[src/rtl/pslt_pkg.sv]
// Package for the per-source sequence loss tracker.
// Holds table sizing, register map, status codes and the request/result types.
// No dependencies.
package pslt_pkg;

    // Source table sizing
    localparam int NUM_SOURCES = 8;
    localparam int SRC_IDX_W   = (NUM_SOURCES > 1) ? $clog2(NUM_SOURCES) : 1;
    localparam int SRC_ID_W    = 8;
    localparam int SEQ_W       = 16;
    localparam int CNT_W       = 32;
    localparam int TIME_W      = 32;
    localparam int AXIS_W      = 12;
    localparam int NIBBLE_W    = 4;
    localparam int PRESS_RAW_W = 24;
    localparam int PRESS_W     = 18;

    // Pressure is divided by 64
    localparam int PRESSURE_SHIFT = 6;

    // Configuration register map
    localparam int PADDR_W = 3;
    localparam int PDATA_W = 32;
    localparam logic [PADDR_W-3:0] REG_GAP_THRESHOLD = '0;
    localparam logic [SEQ_W-1:0]   GAP_THRESHOLD_RESET = 16'd500;

    // Result status codes
    localparam int STATUS_W = 3;
    localparam logic [STATUS_W-1:0] ST_FIRST     = 3'd0;
    localparam logic [STATUS_W-1:0] ST_IN_ORDER  = 3'd1;
    localparam logic [STATUS_W-1:0] ST_LOSS      = 3'd2;
    localparam logic [STATUS_W-1:0] ST_LARGE_GAP = 3'd3;
    localparam logic [STATUS_W-1:0] ST_INVALID   = 3'd4;

    // One received packet header
    typedef struct packed {
        logic [SRC_ID_W-1:0]    source_id;
        logic [SEQ_W-1:0]       sequence_number;
        logic [TIME_W-1:0]      receive_time;
        logic [15:0]            packed_x_word;
        logic [15:0]            packed_y_word;
        logic [15:0]            packed_z_word;
        logic [PRESS_RAW_W-1:0] pressure_raw;
    } pkt_item_t;

    // One result
    typedef struct packed {
        logic [STATUS_W-1:0]      status;
        logic [SEQ_W-1:0]         gap_seen;
        logic [CNT_W-1:0]         received_count;
        logic [CNT_W-1:0]         lost_count;
        logic signed [AXIS_W-1:0] axis_x;
        logic signed [AXIS_W-1:0] axis_y;
        logic signed [AXIS_W-1:0] axis_z;
        logic [NIBBLE_W-1:0]      force_intensity;
        logic [NIBBLE_W-1:0]      force_pattern;
        logic [PRESS_W-1:0]       pressure_pascal;
    } res_item_t;

    // Controller to datapath commands
    typedef struct packed {
        logic capture;
        logic commit;
    } pslt_cmd_t;

    // Datapath to controller status
    typedef struct packed {
        logic out_busy;
    } pslt_sts_t;

endpackage

[src/rtl/per_source_sequence_loss_tracker_top.sv]
// Per-source sequence loss tracker, top level.
// Holds the APB configuration register; instantiates pslt_ctrl and pslt_datapath.
// Depends on pslt_pkg.
//
// Usage:
//   Request channel (pkt_valid/pkt_stall/pkt) carries one packet header.
//   It is taken at a clock edge with pkt_valid high and pkt_stall low.
//   Result channel (res_valid/res_stall/res) returns one result per request,
//   in order: status, sequence gap, the source's counts after the update and
//   the unpacked sensor fields.
//   The request is registered at capture; the update step then writes its
//   result to the result register. No new request is taken during the update
//   step, which does the read-modify-write of one source table entry.
//   A stalled result stays in its output register; the next request is still
//   taken and waits in the update step until that register is free.
//   Reset clears all table valid bits at once (no clearing pass) and sets
//   gap_threshold to 500. gap_threshold is at byte address 0; the user must
//   write it only while the block is idle, which the block does not enforce.
module per_source_sequence_loss_tracker_top
    import pslt_pkg::*;
(
    input  logic               clk,
    input  logic               rst_n,
    input  logic               pkt_valid,
    output logic               pkt_stall,
    input  pkt_item_t          pkt,
    output logic               res_valid,
    input  logic               res_stall,
    output res_item_t          res,
    input  logic               psel,
    input  logic               penable,
    input  logic               pwrite,
    input  logic [PADDR_W-1:0] paddr,
    input  logic [PDATA_W-1:0] pwdata,
    output logic [PDATA_W-1:0] prdata,
    output logic               pready
);

    logic [SEQ_W-1:0] gap_thr_reg;
    logic             reg_sel;
    pslt_cmd_t        cmd;
    pslt_sts_t        sts;

    // Configuration register
    assign pready  = 1'b1;
    assign reg_sel = (paddr[PADDR_W-1:2] == REG_GAP_THRESHOLD);
    assign prdata  = reg_sel ? PDATA_W'(gap_thr_reg) : '0;

    always_ff @(posedge clk or negedge rst_n)
    begin
        if (!rst_n)
        begin
            gap_thr_reg <= GAP_THRESHOLD_RESET;
        end
        else if (psel && penable && pwrite && pready && reg_sel)
        begin
            gap_thr_reg <= pwdata[SEQ_W-1:0];
        end
    end

    pslt_ctrl u_ctrl (
        .clk       (clk),
        .rst_n     (rst_n),
        .pkt_valid (pkt_valid),
        .pkt_stall (pkt_stall),
        .sts       (sts),
        .cmd       (cmd)
    );

    pslt_datapath u_datapath (
        .clk           (clk),
        .rst_n         (rst_n),
        .cmd           (cmd),
        .sts           (sts),
        .pkt           (pkt),
        .gap_threshold (gap_thr_reg),
        .res_valid     (res_valid),
        .res_stall     (res_stall),
        .res           (res)
    );

`ifndef SYNTHESIS
    // A taken request always occupies the update step next cycle
    assert property (@(posedge clk) disable iff (!rst_n)
        pkt_valid && !pkt_stall |=> pkt_stall)
        else $error("request taken without entering update step");

    // A new result only appears out of the update step
    assert property (@(posedge clk) disable iff (!rst_n)
        $rose(res_valid) |-> $past(pkt_stall))
        else $error("result appeared without an update step");

    // Invalid source leaves counts and gap at zero
    assert property (@(posedge clk) disable iff (!rst_n)
        res_valid && res.status == ST_INVALID |->
            res.gap_seen == '0 && res.received_count == '0 && res.lost_count == '0)
        else $error("invalid source result carries counts");

    // First packet of a source starts the counts fresh
    assert property (@(posedge clk) disable iff (!rst_n)
        res_valid && res.status == ST_FIRST |->
            res.received_count == 32'd1 && res.lost_count == '0 && res.gap_seen == '0)
        else $error("first packet result has wrong counts");
`endif

endmodule

[src/rtl/pslt_ctrl.sv]
// Controller for the sequence loss tracker: two-state sequencer that captures
// a request, then commits the table update once the result register is free.
// Depends on pslt_pkg.
module pslt_ctrl
    import pslt_pkg::*;
(
    input  logic      clk,
    input  logic      rst_n,
    input  logic      pkt_valid,
    output logic      pkt_stall,
    input  pslt_sts_t sts,
    output pslt_cmd_t cmd
);

    localparam logic S_IDLE = 1'b0;
    localparam logic S_CALC = 1'b1;

    logic state_reg;
    logic state_next;

    // Hold off new requests while one is in the update step
    assign pkt_stall   = (state_reg == S_CALC);
    assign cmd.capture = (state_reg == S_IDLE) && pkt_valid;
    assign cmd.commit  = (state_reg == S_CALC) && !sts.out_busy;

    // Next state
    always_comb
    begin
        state_next = state_reg;
        case (state_reg)
            S_IDLE:
            begin
                if (pkt_valid)
                begin
                    state_next = S_CALC;
                end
            end
            S_CALC:
            begin
                if (!sts.out_busy)
                begin
                    state_next = S_IDLE;
                end
            end
            default:
            begin
                state_next = S_IDLE;
            end
        endcase
    end

    always_ff @(posedge clk or negedge rst_n)
    begin
        if (!rst_n)
        begin
            state_reg <= S_IDLE;
        end
        else
        begin
            state_reg <= state_next;
        end
    end

endmodule

[src/rtl/pslt_datapath.sv]
// Datapath for the sequence loss tracker: request register, per-source table,
// gap compute and result register.
// Depends on pslt_pkg.
module pslt_datapath
    import pslt_pkg::*;
(
    input  logic             clk,
    input  logic             rst_n,
    input  pslt_cmd_t        cmd,
    output pslt_sts_t        sts,
    input  pkt_item_t        pkt,
    input  logic [SEQ_W-1:0] gap_threshold,
    output logic             res_valid,
    input  logic             res_stall,
    output res_item_t        res
);

    // Per-source table; only the valid bits need reset
    logic              valid_reg [NUM_SOURCES];
    logic [SEQ_W-1:0]  seq_reg   [NUM_SOURCES];
    logic [CNT_W-1:0]  rcv_reg   [NUM_SOURCES];
    logic [CNT_W-1:0]  lost_reg  [NUM_SOURCES];
    logic [TIME_W-1:0] time_reg  [NUM_SOURCES];

    pkt_item_t item_reg;
    res_item_t res_reg;
    res_item_t res_next;
    logic      res_valid_reg;

    logic                 id_ok;
    logic [SRC_IDX_W-1:0] idx;
    logic                 entry_valid;
    logic [SEQ_W-1:0]     expected;
    logic [SEQ_W-1:0]     gap;
    logic [CNT_W-1:0]     rcv_new;
    logic [CNT_W-1:0]     lost_new;
    logic [SEQ_W-1:0]     seq_new;

    assign sts.out_busy = res_valid_reg && res_stall;
    assign res_valid    = res_valid_reg;
    assign res          = res_reg;

    // Capture the request
    always_ff @(posedge clk)
    begin
        if (cmd.capture)
        begin
            item_reg <= pkt;
        end
    end

    // Entry lookup and gap
    assign id_ok = (item_reg.source_id != '0)
                && (item_reg.source_id <= SRC_ID_W'(NUM_SOURCES));
    assign idx         = SRC_IDX_W'(item_reg.source_id - SRC_ID_W'(1));
    assign entry_valid = valid_reg[idx];
    assign expected    = seq_reg[idx] + SEQ_W'(1);
    assign gap         = item_reg.sequence_number - expected;

    // Result and entry update
    always_comb
    begin
        res_next.status          = ST_INVALID;
        res_next.gap_seen        = '0;
        res_next.received_count  = '0;
        res_next.lost_count      = '0;
        res_next.axis_x          = item_reg.packed_x_word[15:NIBBLE_W];
        res_next.axis_y          = item_reg.packed_y_word[15:NIBBLE_W];
        res_next.axis_z          = item_reg.packed_z_word[15:NIBBLE_W];
        res_next.force_intensity = item_reg.packed_x_word[NIBBLE_W-1:0];
        res_next.force_pattern   = item_reg.packed_y_word[NIBBLE_W-1:0];
        res_next.pressure_pascal =
            PRESS_W'(item_reg.pressure_raw >> PRESSURE_SHIFT);
        rcv_new  = '0;
        lost_new = '0;
        seq_new  = item_reg.sequence_number;
        if (id_ok)
        begin
            if (!entry_valid)
            begin
                res_next.status = ST_FIRST;
                rcv_new         = CNT_W'(1);
                lost_new        = '0;
            end
            else
            begin
                rcv_new  = rcv_reg[idx] + CNT_W'(1);
                lost_new = lost_reg[idx];
                if (gap == '0)
                begin
                    res_next.status = ST_IN_ORDER;
                end
                else if (gap < gap_threshold)
                begin
                    res_next.status = ST_LOSS;
                    lost_new        = lost_reg[idx] + CNT_W'(gap);
                end
                else
                begin
                    res_next.status = ST_LARGE_GAP;
                end
                res_next.gap_seen = gap;
            end
            res_next.received_count = rcv_new;
            res_next.lost_count     = lost_new;
        end
    end

    // Table valid bits
    always_ff @(posedge clk or negedge rst_n)
    begin
        if (!rst_n)
        begin
            for (int i = 0; i < NUM_SOURCES; i++)
            begin
                valid_reg[i] <= 1'b0;
            end
        end
        else if (cmd.commit && id_ok)
        begin
            valid_reg[idx] <= 1'b1;
        end
    end

    // Table payload
    always_ff @(posedge clk)
    begin
        if (cmd.commit && id_ok)
        begin
            seq_reg[idx]  <= seq_new;
            rcv_reg[idx]  <= rcv_new;
            lost_reg[idx] <= lost_new;
            time_reg[idx] <= item_reg.receive_time;
        end
    end

    // Result register
    always_ff @(posedge clk)
    begin
        if (cmd.commit)
        begin
            res_reg <= res_next;
        end
    end

    always_ff @(posedge clk or negedge rst_n)
    begin
        if (!rst_n)
        begin
            res_valid_reg <= 1'b0;
        end
        else if (cmd.commit)
        begin
            res_valid_reg <= 1'b1;
        end
        else if (!res_stall)
        begin
            res_valid_reg <= 1'b0;
        end
    end

endmodule

[config.mk]
export PLATFORM = sky130hd
export DESIGN_NAME = per_source_sequence_loss_tracker_top
export DESIGN_NICKNAME = d
export VERILOG_FILES = /design/src/rtl/pslt_pkg.sv /design/src/rtl/per_source_sequence_loss_tracker_top.sv /design/src/rtl/pslt_ctrl.sv /design/src/rtl/pslt_datapath.sv
export SDC_FILE = /design/constraint.sdc
export NUM_CORES = 1
export LEC_CHECK = 0
export ABC_CLOCK_PERIOD_IN_PS = 28600
export BUFFER_PORTS_ARGS = -buffer_cell sky130_fd_sc_hd__buf_2
export CAP_MARGIN = 20
export CELL_PAD_IN_SITES_DETAIL_PLACEMENT = 1
export CELL_PAD_IN_SITES_GLOBAL_PLACEMENT = 1
export CORE_MARGIN = 10
export CORE_UTILIZATION = 40
export CTS_CLUSTER_SIZE = 28
export DETAILED_ROUTE_END_ITERATION = 6
export PLACE_DENSITY_LB_ADDON = 0.1
export SYNTH_ARGS = -nofsm -noshare
export SYNTH_HDL_FRONTEND = slang
export SYNTH_HIERARCHICAL = 1
export SYNTH_SLANG_ARGS = --single-unit
[constraint.sdc]
create_clock -name clk -period 28.6 [get_ports clk]
set_input_delay 2.86 -clock clk [delete_from_list [all_inputs] [get_ports clk]]
set_output_delay 2.86 -clock clk [all_outputs]
set_load 0.005 [all_outputs]
==> Word-level counts from Yosys, hierarchy flattened <==
Memory sizes are Yosys's and may differ from the RTL's.
Index checks and enable logic that the tools add are counted.
{ "totals": {"inputBits": 170, "ram_bits": 640, "wordCells": 83, "output_inout_bits": 180, "regBits": 267, "memories": 3} }
{ "mem_list": {"columns": ["memory", "depth", "word_bits", "rd", "rd_ports_with_merged_regs", "write_ports", "line", "source"], "rows": [
  ["u_datapath.lost_reg", 8, 32, 1, 0, 1, "pslt_datapath.sv:22", "logic [CNT_W-1:0] lost_reg [NUM_SOURCES];"],
  ["u_datapath.rcv_reg", 8, 32, 1, 0, 1, "pslt_datapath.sv:21", "logic [CNT_W-1:0] rcv_reg [NUM_SOURCES];"],
  ["u_datapath.seq_reg", 8, 16, 1, 0, 1, "pslt_datapath.sv:20", "logic [SEQ_W-1:0] seq_reg [NUM_SOURCES];"]
]} }
{ "op_classes": {"n_eq_ne": 1, "add_sub_neg": 5, "n_bitwise": 6, "n_lt_le_gt_ge": 4, "n_reduce_logical": 14, "mux": 21} }
{ "op_table": {"columns": ["op", "count"], "rows": [
  ["2-to-1 mux 32 bit", 6],
  ["adder 32 x 1 -> 32 bit (second input constant)", 1],
  ["adder 32 x 16 -> 32 bit", 1],
  ["adder 16 x 1 -> 16 bit (second input constant)", 1],
  ["zero test 16 bit", 1],
  ["< comparator 16 bit", 1],
  ["2-to-1 mux 16 bit", 1],
  ["subtractor 16 bit", 1],
  ["2-to-1 mux 1 bit", 10],
  ["logical AND 1 bit", 9],
  ["<= comparator 8 x 4 -> 1 bit (second input constant)", 1],
  ["OR 8 bit", 1],
  ["nonzero test 8 bit", 1],
  [">= comparator 4 bit (second input constant)", 1],
  ["< comparator 4 x 1 -> 1 bit (second input constant)", 1],
  ["NOT 1 bit", 4],
  ["NOT 3 -> 4 bit", 1],
  ["binary-select mux 1 bit (select 3 bit)", 1],
  ["demux 1 bit (select 3 bit)", 1],
  ["OR reduction 3 bit", 1],
  ["subtractor 3 x 1 -> 3 bit (second input constant)", 1],
  ["2-to-1 mux 2 bit", 1],
  ["!= test 2 x 1 -> 1 bit (second input constant)", 1],
  ["one-hot mux 1 bit (2 select lines)", 1],
  ["2 further kinds", 2]
]} }

==> Longest topological paths before layout <==
Gate-level depths: netlist of the first run.
An unclocked memory read counts as a cell.
{ "depth": {"word_depth": 9, "ltp_mapped": 38, "mapped_depth_nobuf": 24} }

==> Cells and area by module <==
Netlist of the first run, hierarchy kept.
{ "modules_own_cells": {"columns": ["mod", "seq_area_each_um2", "instances", "area_per_inst_um2", "cells_per_inst"], "rows": [
  ["pslt_datapath", 26380.3, 1, 35462.8, 2181],
  ["per_source_sequence_loss_tracker_top", 407.9, 1, 907.1, 70],
  ["pslt_ctrl", 25.0, 1, 53.8, 4]
]} }

==> Worst setup path after synthesis of the first run <==
Ideal clock, no wire load.
{ "synth_timing": {"path_type": "input -> register", "startpoint": "input res_stall", "endpoint": "memory u_datapath.lost_reg[3][0], enable pin", "n_path_buf": 0, "path_stages": 4, "path_slack_ps": 13128, "required_time_ps": 28081, "setup_ps": 519, "arrival_ps": 14953, "cell_sequence": "and2_1 > nor2b_1 > nand3_1 > nor2_1"} }
{ "synth_lines": {"columns": ["element", "line", "source"], "rows": [
  ["start, declared", "per_source_sequence_loss_tracker_top.sv:28", "input logic res_stall,"],
  ["end, declared", "pslt_datapath.sv:22", null]
]} }

==> Final worst setup path of the first run <==
{ "layout_timing": {"startpoint": "register u_datapath/item_reg[120] in the netlist's numbering", "endpoint": "memory u_datapath.lost_reg[4][22], data pin"} }
{ "layout_via": {"elab_chain_cells": 9, "elab_cells_between_ends": 19, "cone_classes": "add/sub: 4; order compare: 2; mux: 7; bitwise: 1; reduce/logical: 3; memory: 2"} }
{ "layout_lines": {"columns": ["element", "line", "source"], "rows": [
  ["start, declared", "pslt_datapath.sv:25", "pkt_item_t item_reg;"],
  ["start signal, assigned", "pslt_datapath.sv:48", "item_reg <= pkt;"],
  ["subtractor 3 x 1 -> 3 bit *", "pslt_datapath.sv:55", "assign idx = SRC_IDX_W'(item_reg.source_id - SRC_ID_W'(1));"],
  ["memory read (8 x 16 bit) *", null, null],
  ["adder 16 x 1 -> 16 bit *", "pslt_datapath.sv:57", "assign expected = seq_reg[idx] + SEQ_W'(1);"],
  ["subtractor 16 bit *", "pslt_datapath.sv:58", "assign gap = item_reg.sequence_number - expected;"],
  ["named net u_datapath.gap[7]", "pslt_datapath.sv:34", "logic [SEQ_W-1:0] gap;"],
  ["adder 32 x 16 -> 32 bit or < comparator 16 bit (tied branches)", "pslt_datapath.sv:96, pslt_datapath.sv:93", null],
  ["2-to-1 mux 32 bit", "pslt_datapath.sv:93", "else if (gap < gap_threshold)"],
  ["2-to-1 mux 32 bit *", "pslt_datapath.sv:89", "if (gap == '0)"],
  ["2-to-1 mux 32 bit *", "pslt_datapath.sv:79", "if (!entry_valid)"],
  ["2-to-1 mux 32 bit *", "pslt_datapath.sv:77", "if (id_ok)"],
  ["named net u_datapath.lost_new[22]", "pslt_datapath.sv:36", "logic [CNT_W-1:0] lost_new;"]
]} }
Mark *: on every way through the listed nets, which the timed path passes. The rest lies on a longest branch. The select of a mux whose other input is x is not followed.

==> results of run 1 <==
==> worst register-to-register path, delay by kind of cell, from the launching register on <==
family | cells | cell delay, ns
buf+inv | 5 | 1.71
flops | 1 | 0.36
xor+xnor | 2 | 0.97
compound gates | 12 | 3.05
fa+ha+maj | 3 | 1.08
simple gates | 6 | 2.15
==> how the worst min path moves through the flow <==
| stage | from | slack (ns) | endpoint |
|---|---|---|---|
| detailed placement | u_datapath/item_reg[42]$_DFFE_PP_ | 0.41 | u_datapath/res[20]$_DFFE_PP_ |
| global placement | u_datapath/item_reg[20]$_DFFE_PP_ | 0.40 | u_datapath/res[14]$_DFFE_PP_ |
| finish | u_datapath/item_reg[20]$_DFFE_PP_ | 0.42 | u_datapath/res[14]$_DFFE_PP_ |
| global route | u_datapath/item_reg[39]$_DFFE_PP_ | 0.42 | u_datapath/res[37]$_DFFE_PP_ |
| floorplan | u_datapath/item_reg[6]$_DFFE_PP_ | 0.40 | u_datapath/res[0]$_DFFE_PP_ |
| CTS | u_datapath/item_reg[20]$_DFFE_PP_ | 0.42 | u_datapath/res[14]$_DFFE_PP_ |
==> kinds of logic (layout without fill, tap and decap cells) <==
| kind of cell | count (synthesis) | in the layout | synth area share |
|---|---|---|---|
| flops | 897 | 897 | 0.736 |
| simple gates | 582 | 582 | 0.0797 |
| compound gates | 360 | 360 | 0.0721 |
| other cells | 2 | 19 | 0.000206 |
| fa+ha+maj | 49 | 49 | 0.0172 |
| mux | 145 | 145 | 0.0570 |
| buf+inv | 153 | 531 | 0.0207 |
| xor+xnor | 67 | 67 | 0.0168 |
==> cell usage after synthesis, types with 7 or more instances <==
cell / instances / area (µm²)
mux4_2: 40 / 901
a221oi_1: 29 / 254
buf_2: 28 / 140
and2_1: 17 / 106
nand3_1: 46 / 230
a22o_1: 12 / 105
edfxtp_1: 871 / 26200
inv_1: 34 / 128
xnor2_1: 39 / 342
nor2_1: 152 / 571
nand4_1: 7 / 43.8
or2_2: 15 / 93.8
and2b_1: 7 / 52.6
o22ai_1: 31 / 194
o31a_1: 7 / 61.3
nor3b_1: 15 / 113
nor4_1: 14 / 87.6
nor2b_1: 24 / 150
o31ai_1: 7 / 52.6
a31oi_1: 15 / 93.8
mux2_4: 11 / 165
a211oi_1: 11 / 82.6
nor3_1: 39 / 195
o21ai_0: 29 / 145
a21o_1: 16 / 120
nand2_1: 154 / 578
xor2_1: 26 / 228
o21a_1: 7 / 52.6
a21oi_1: 61 / 305
clkbuf_1: 46 / 173
a22oi_1: 59 / 443
a32oi_1: 8 / 70.1
buf_1: 14 / 52.6
mux2i_1: 64 / 641
nand2b_1: 23 / 144
and3_1: 30 / 188
ha_1: 47 / 588
buf_4: 22 / 165
or3_1: 8 / 50.1
o211ai_1: 7 / 52.6
buf_6: 7 / 78.8
mux2_2: 28 / 315
dfrtp_1: 20 / 500
==> per-layer routing <==
layer,GRT usage,part of all wire,vias to the layer above
li1,-,-,9455
met1,0.260,0.43,11200
met2,0.324,0.48,615
met3,0.0454,0.064,158
met4,0.0451,0.021,12
met5,0,0.00066,-
==> layout by cell type (no fill, tap or decap), types with 30 or more instances in the layout <==
| cell type | count |
|---|---|
| a22oi_1 | 59 |
| inv_1 | 33 |
| mux4_2 | 40 |
| buf_4 | 56 |
| nor3_1 | 39 |
| mux2i_1 | 64 |
| ha_1 | 46 |
| xnor2_1 | 38 |
| buf_2 | 272 |
| nand2_1 | 154 |
| clkbuf_16 | 97 |
| o22ai_1 | 31 |
| and3_1 | 30 |
| a21oi_1 | 61 |
| edfxtp_1 | 871 |
| nand3_1 | 45 |
| nor2_1 | 141 |
==> per-stage QoR <==
step                instance area, µm²  std cells  power, mW  utilization  setup slack [ns]
global route                     42100       3824       3.45        0.467             18.41
global placement                 39200       3657       2.17        0.435             19.17
detailed placement               39200       3657       2.18        0.435             18.92
floorplan                        36500       2270       1.95            -             13.13
CTS                              42100       3823       3.34        0.467             18.87
finish                           42100       3826       3.30        0.467             18.95
==> final cells by class <==
cell class | count | area [µm²] | area share
Sequential cell | 897 | 26800 | 0.637
Multi-Input combinational cell | 1220 | 9020 | 0.214
Clock buffer | 121 | 2520 | 0.0598
Timing Repair Buffer | 330 | 1820 | 0.0433
Tap cell | 1176 | 1470 | 0.0349
Clock inverter | 45 | 334 | 0.00793
Inverter | 35 | 131 | 0.00312
Antenna cell | 2 | 5.00 | 0.000119
==> power by group through the flow <==
| stage | combinational, mW | sequential (mW) | clock, mW |
|---|---|---|---|
| floorplan | 0.408 | 1.54 | 0 |
| global placement | 0.639 | 1.53 | 0 |
| detailed placement | 0.649 | 1.54 | 0 |
| CTS | 0.652 | 1.51 | 1.18 |
| global route | 0.705 | 1.51 | 1.23 |
| finish | 0.647 | 1.51 | 1.15 |
==> run metrics, run 1 <==
status completed; ys flop type edfxtp_1; TritonRoute pass-1 iters 5; post-CTS clock slew at the launch and capture registers of the worst setup and hold paths around 0.06 ns; Gates resized, CTS repair 0; max cap viols 0; Yosys warning total 6; setup repair after global routing missed its margin no; Gate power share 0.196; GRT Total Usage 0.196; maximum number of pins on one net before global-route repair 86; TritonCTS clock tree yes; number of ports placed on the die boundary 350; leakage 15.6 nW; total via count in the routed design between 20k and 25k; signed area change from the synthesized netlist to the final layout 15.6%; remaining number of nets flagged by the antenna check after routing 0; type of the most critical hold path flop to flop; crit end category flop; max frequency 104 MHz; drt wl/cell approximately 27 µm; critical register-to-register path endpoint u_datapath/lost_reg[4][22]$_DFFE_PP_; largest voltage drop on the vdd net ~47 µV; share of final-layout standard cells stronger than drive strength 1 0.223; wire length of the first global-routing pass around 150000 µm; summed negative setup slack over all endpoints 0 ns; hold violation total from the final report 0; number of buffers added for setup after CTS 0; total gr overflow 0; maximum fanout along the worst path 85; clock sink count around 900; number of cells on the worst reg-to-reg path 28; number of buffers created by CTS between 90 and 100; number of H-tree levels 3; DRC violations left 0; critical path launch point u_datapath/item_reg[120]$_DFFE_PP_; Clk pwr share 0.348; Startpoint Class flop; Netlist cell types 94; share of synthesized registers carrying an async set or reset 0.0290; Worst Skew approximately 0.019 ns; root buffer selected by CTS clkbuf_16; final period demand of the worst path just under 10 ns; ratio of routed vias to standard cells 5.60; vias in the first global route around 23k; Clock Tree Buf Depth 3; post-synthesis area per instance about 16 µm²; summed instance area of the synthesized netlist 0.0364 mm²; count of flip-flops with a built-in enable after synthesis 871; worst hold path cell count 0; Final Slew Violations 0; Detailed Route WL 103000 µm; final weighted congestion in routability-driven placement slightly above 0.8; Max-slew headroom 0.212; Crit path depth 28; Top Family by Delay on Critical Path compound AO/OA/AOI/OAI gates; number of placement rows between 100 and 150; Register-to-Register Setup Slack 18.95 ns; type of the worst setup path flop to flop; starting DRC count in detailed routing roughly 1.4k; initial antenna violation count 9; Nets 2799; actual transition at the worst max-transition pin 1.17 ns; starting utilization of the core area 0.404; power per cell area 78.4 mW/mm²; Filler Cell Count a little under 9k; #FFs+latches synth 897; I/O Buffers between 200 and 300; fraction of power spent switching nets 0.284; Worst path slowest cell nor3_1; Buffers & Inverters on Critical Path 5; final setup vio count 0; insertion delay to the later sink of the worst-skew pair around 0.66 ns; worst path required time just under 30 ns; largest incremental delay on the critical path about 0.74 ns; overall die area around 0.10 mm²; die outline width 322 µm; internal power 2.36 mW; Detailed Place HPWL roughly 64000 µm; part of the cycle the worst path needs 0.338; signal arrival time at the worst endpoint about 10 ns; crit path capture u_datapath/lost_reg[4][22]$_DFFE_PP_; hold_buf cts 0; Psw ~0.94 mW; y dimension of the die approximately 320 µm; proportion of power drawn by flip-flops and latches 0.457; launch instance of the worst register-to-register path u_datapath/item_reg[120]$_DFFE_PP_; Core Box Area roughly 0.09 mm²; Mapped Cells 2255; Seq/Total Area, Yosys 0.736; Post-Route Hold Slack 0.415 ns
Note: power is estimated with default switching activity, not from simulation.
==> run 2: changes to the inputs <==
ABC_CLOCK_PERIOD_IN_PS = 8550   (was 28600)
clock period = 8.55 ns   (was 28.6 ns; I/O delays follow)
==> run 2 against run 1 <==
Against the previous run:
- sequential cell count is the same
- core utilization grew 0.40 points
- critical path depth shrank 7
- clock power grew to 3.6 times the previous value
- clock-buffer cell count shrank 8
- register-to-register slack lost 18 ns
- non-clock buffer count grew 7
- maximum frequency grew 23%
- clock skew grew 0.015 ns
- setup slack lost 18 ns
- via count shrank 0.29%
- wire length shrank 0.47%
- critical path type unchanged
- critical endpoint is now u_datapath/lost_reg[6][10]$_DFFE_PP_
==> run metrics, run 2 (synthesis results as in run 1) <==
Detailed Route WL ~100000 µm; type of the worst setup path flop to flop; DRC violations left 0; type of the most critical hold path input pin to async pin; largest incremental delay on the critical path between 0.8 and 0.9 ns; die outline width 322 µm; signed area change from the synthesized netlist to the final layout 16.6%; Worst path slowest cell or2_2; vias in the first global route approximately 23k; status completed; Detailed Place HPWL 65000 µm; ratio of routed vias to standard cells between 5 and 6; max frequency 128 MHz; y dimension of the die approximately 320 µm; maximum number of pins on one net before global-route repair slightly above 90; final setup vio count 0; most frequent cell on the critical path nor2_1; TritonCTS clock tree yes; Buffers & Inverters on Critical Path 3; Final Slew Violations 0; post-CTS clock slew at the launch and capture registers of the worst setup and hold paths around 0.060 ns; Max-slew headroom 0.347; Register-to-Register Setup Slack between 0.7 and 0.8 ns; Filler Cell Count a little under 9k; number of buffers added for setup after CTS 0; Post-Route Hold Slack about 0.22 ns; number of placement rows 110; launch instance of the worst register-to-register path u_datapath/item_reg[120]$_DFFE_PP_; maximum fanout along the worst path 33; final weighted congestion in routability-driven placement around 0.82; total gr overflow 0; CP Cell Sequence inv_2 -> ha_4 -> buf_4 -> nand2b_1 -> nor2_1 -> buf_4 -> a22oi_1 -> and4_1 -> ha_1 -> fa_1 -> a21o_1 -> a311o_1 -> a2111o_1 -> a21oi_1 -> nor2_1 -> ha_1 -> o2111ai_1 -> o311ai_2 -> or2_2 -> nor2_1 -> a211oi_1; final period demand of the worst path a little under 8 ns; Gates resized, CTS repair 0; part of the cycle the worst path needs 0.914; GRT Total Usage 0.196; hold violation total from the final report 0; TritonRoute pass-1 iters 5; summed negative setup slack over all endpoints 0 ns; max cap viols 0; commonest non-fill, non-tap cells in the layout edfxtp_1 (871), buf_2 (272), nand2_1 (154); Worst Skew between 0.03 and 0.04 ns; remaining number of nets flagged by the antenna check after routing 0; number of buffers created by CTS 97; worst path required time a little under 9 ns; starting utilization of the core area 0.404; starting DRC count in detailed routing roughly 1.6k; Startpoint Class flop; number of cells on the worst reg-to-reg path 21; number of H-tree levels 3; wire length of the first global-routing pass about 150000 µm; crit end category flop; overall die area between 0.1 and 0.15 mm²; leakage approximately 16 nW; I/O Buffers 272; clock sink count 897; actual transition at the worst max-transition pin about 0.98 ns; initial antenna violation count 9; Clock Tree Buf Depth 3; Top Family by Delay on Critical Path compound AO/OA/AOI/OAI gates; signal arrival time at the worst endpoint roughly 8.1 ns; root buffer selected by CTS clkbuf_16; drt wl/cell about 27 µm; insertion delay to the later sink of the worst-skew pair between 0.6 and 0.7 ns; Nets approximately 2.8k; power per cell area between 200 and 300 mW/mm²; Core Box Area 0.0901 mm²; share of final-layout standard cells stronger than drive strength 1 0.230; total via count in the routed design between 20k and 25k; number of ports placed on the die boundary 350; hold_buf cts 0; critical register-to-register path endpoint u_datapath/lost_reg[6][10]$_DFFE_PP_; most common cell after layout, fill and taps aside edfxtp_1; largest voltage drop on the vdd net 171 µV; setup repair after global routing missed its margin no
run 2: stage by stage:
step                power (mW)  worst slack (ns)  std cells  area, µm²   util
CTS                       11.5             0.720       3845      42500  0.471
finish                    11.4             0.732       3846      42500  0.471
global placement          7.29             0.944       3665      39300  0.436
floorplan                 6.50             0.172       2270      36500      -
detailed placement        7.33             0.752       3665      39300  0.436
global route              11.9             0.236       3846      42500  0.471
run 2: final cells by class:
class | count | area (µm²) | area share
repair buffers | 337 | 1870 | 0.0441
inverters | 35 | 131 | 0.00309
multi-input cells | 1220 | 9020 | 0.212
clock buffers | 113 | 2510 | 0.0591
diodes | 1 | 2.50 | 0.0000589
well taps | 1176 | 1470 | 0.0346
clock inverters | 67 | 657 | 0.0155
flip-flops and latches | 897 | 26800 | 0.631
run 2: per-layer routing:
layer	part of all wire	wire, µm	up-vias	track usage
met1	0.43	43700	11100	0.254
li1	-	-	9485	-
met5	0.00053	54	-	0
met3	0.072	7430	151	0.0516
met4	0.023	2320	10	0.0563
met2	0.48	49100	629	0.320
run 2: power breakdown:
part / switching (mW) / leakage (nW) / total (mW) / internal [mW]
logic: 1.44 / 4.77 / 2.18 / 0.747
clock network: 1.72 / 1.55 / 4.18 / 2.46
registers: 0.0688 / 9.52 / 5.04 / 4.97
run 2: worst max path at each step:
stage / startpoint / endpoint / slack (ns) / depth (start not counted)
2_1_floorplan: u_datapath/item_reg[120]$_DFFE_PP_ / u_datapath/lost_reg[0][29]$_DFFE_PP_ / 0.17 / 35
3_3_place_gp: u_datapath/item_reg[120]$_DFFE_PP_ / u_datapath/lost_reg[1][25]$_DFFE_PP_ / 0.94 / 21
3_5_place_dp: u_datapath/item_reg[120]$_DFFE_PP_ / u_datapath/lost_reg[1][29]$_DFFE_PP_ / 0.75 / 21
4_1_cts: u_datapath/item_reg[120]$_DFFE_PP_ / u_datapath/lost_reg[6][10]$_DFFE_PP_ / 0.72 / 21
5_1_grt: u_datapath/item_reg[120]$_DFFE_PP_ / u_datapath/lost_reg[4][11]$_DFFE_PP_ / 0.24 / 21
6_report: u_datapath/item_reg[120]$_DFFE_PP_ / u_datapath/lost_reg[6][10]$_DFFE_PP_ / 0.73 / 21
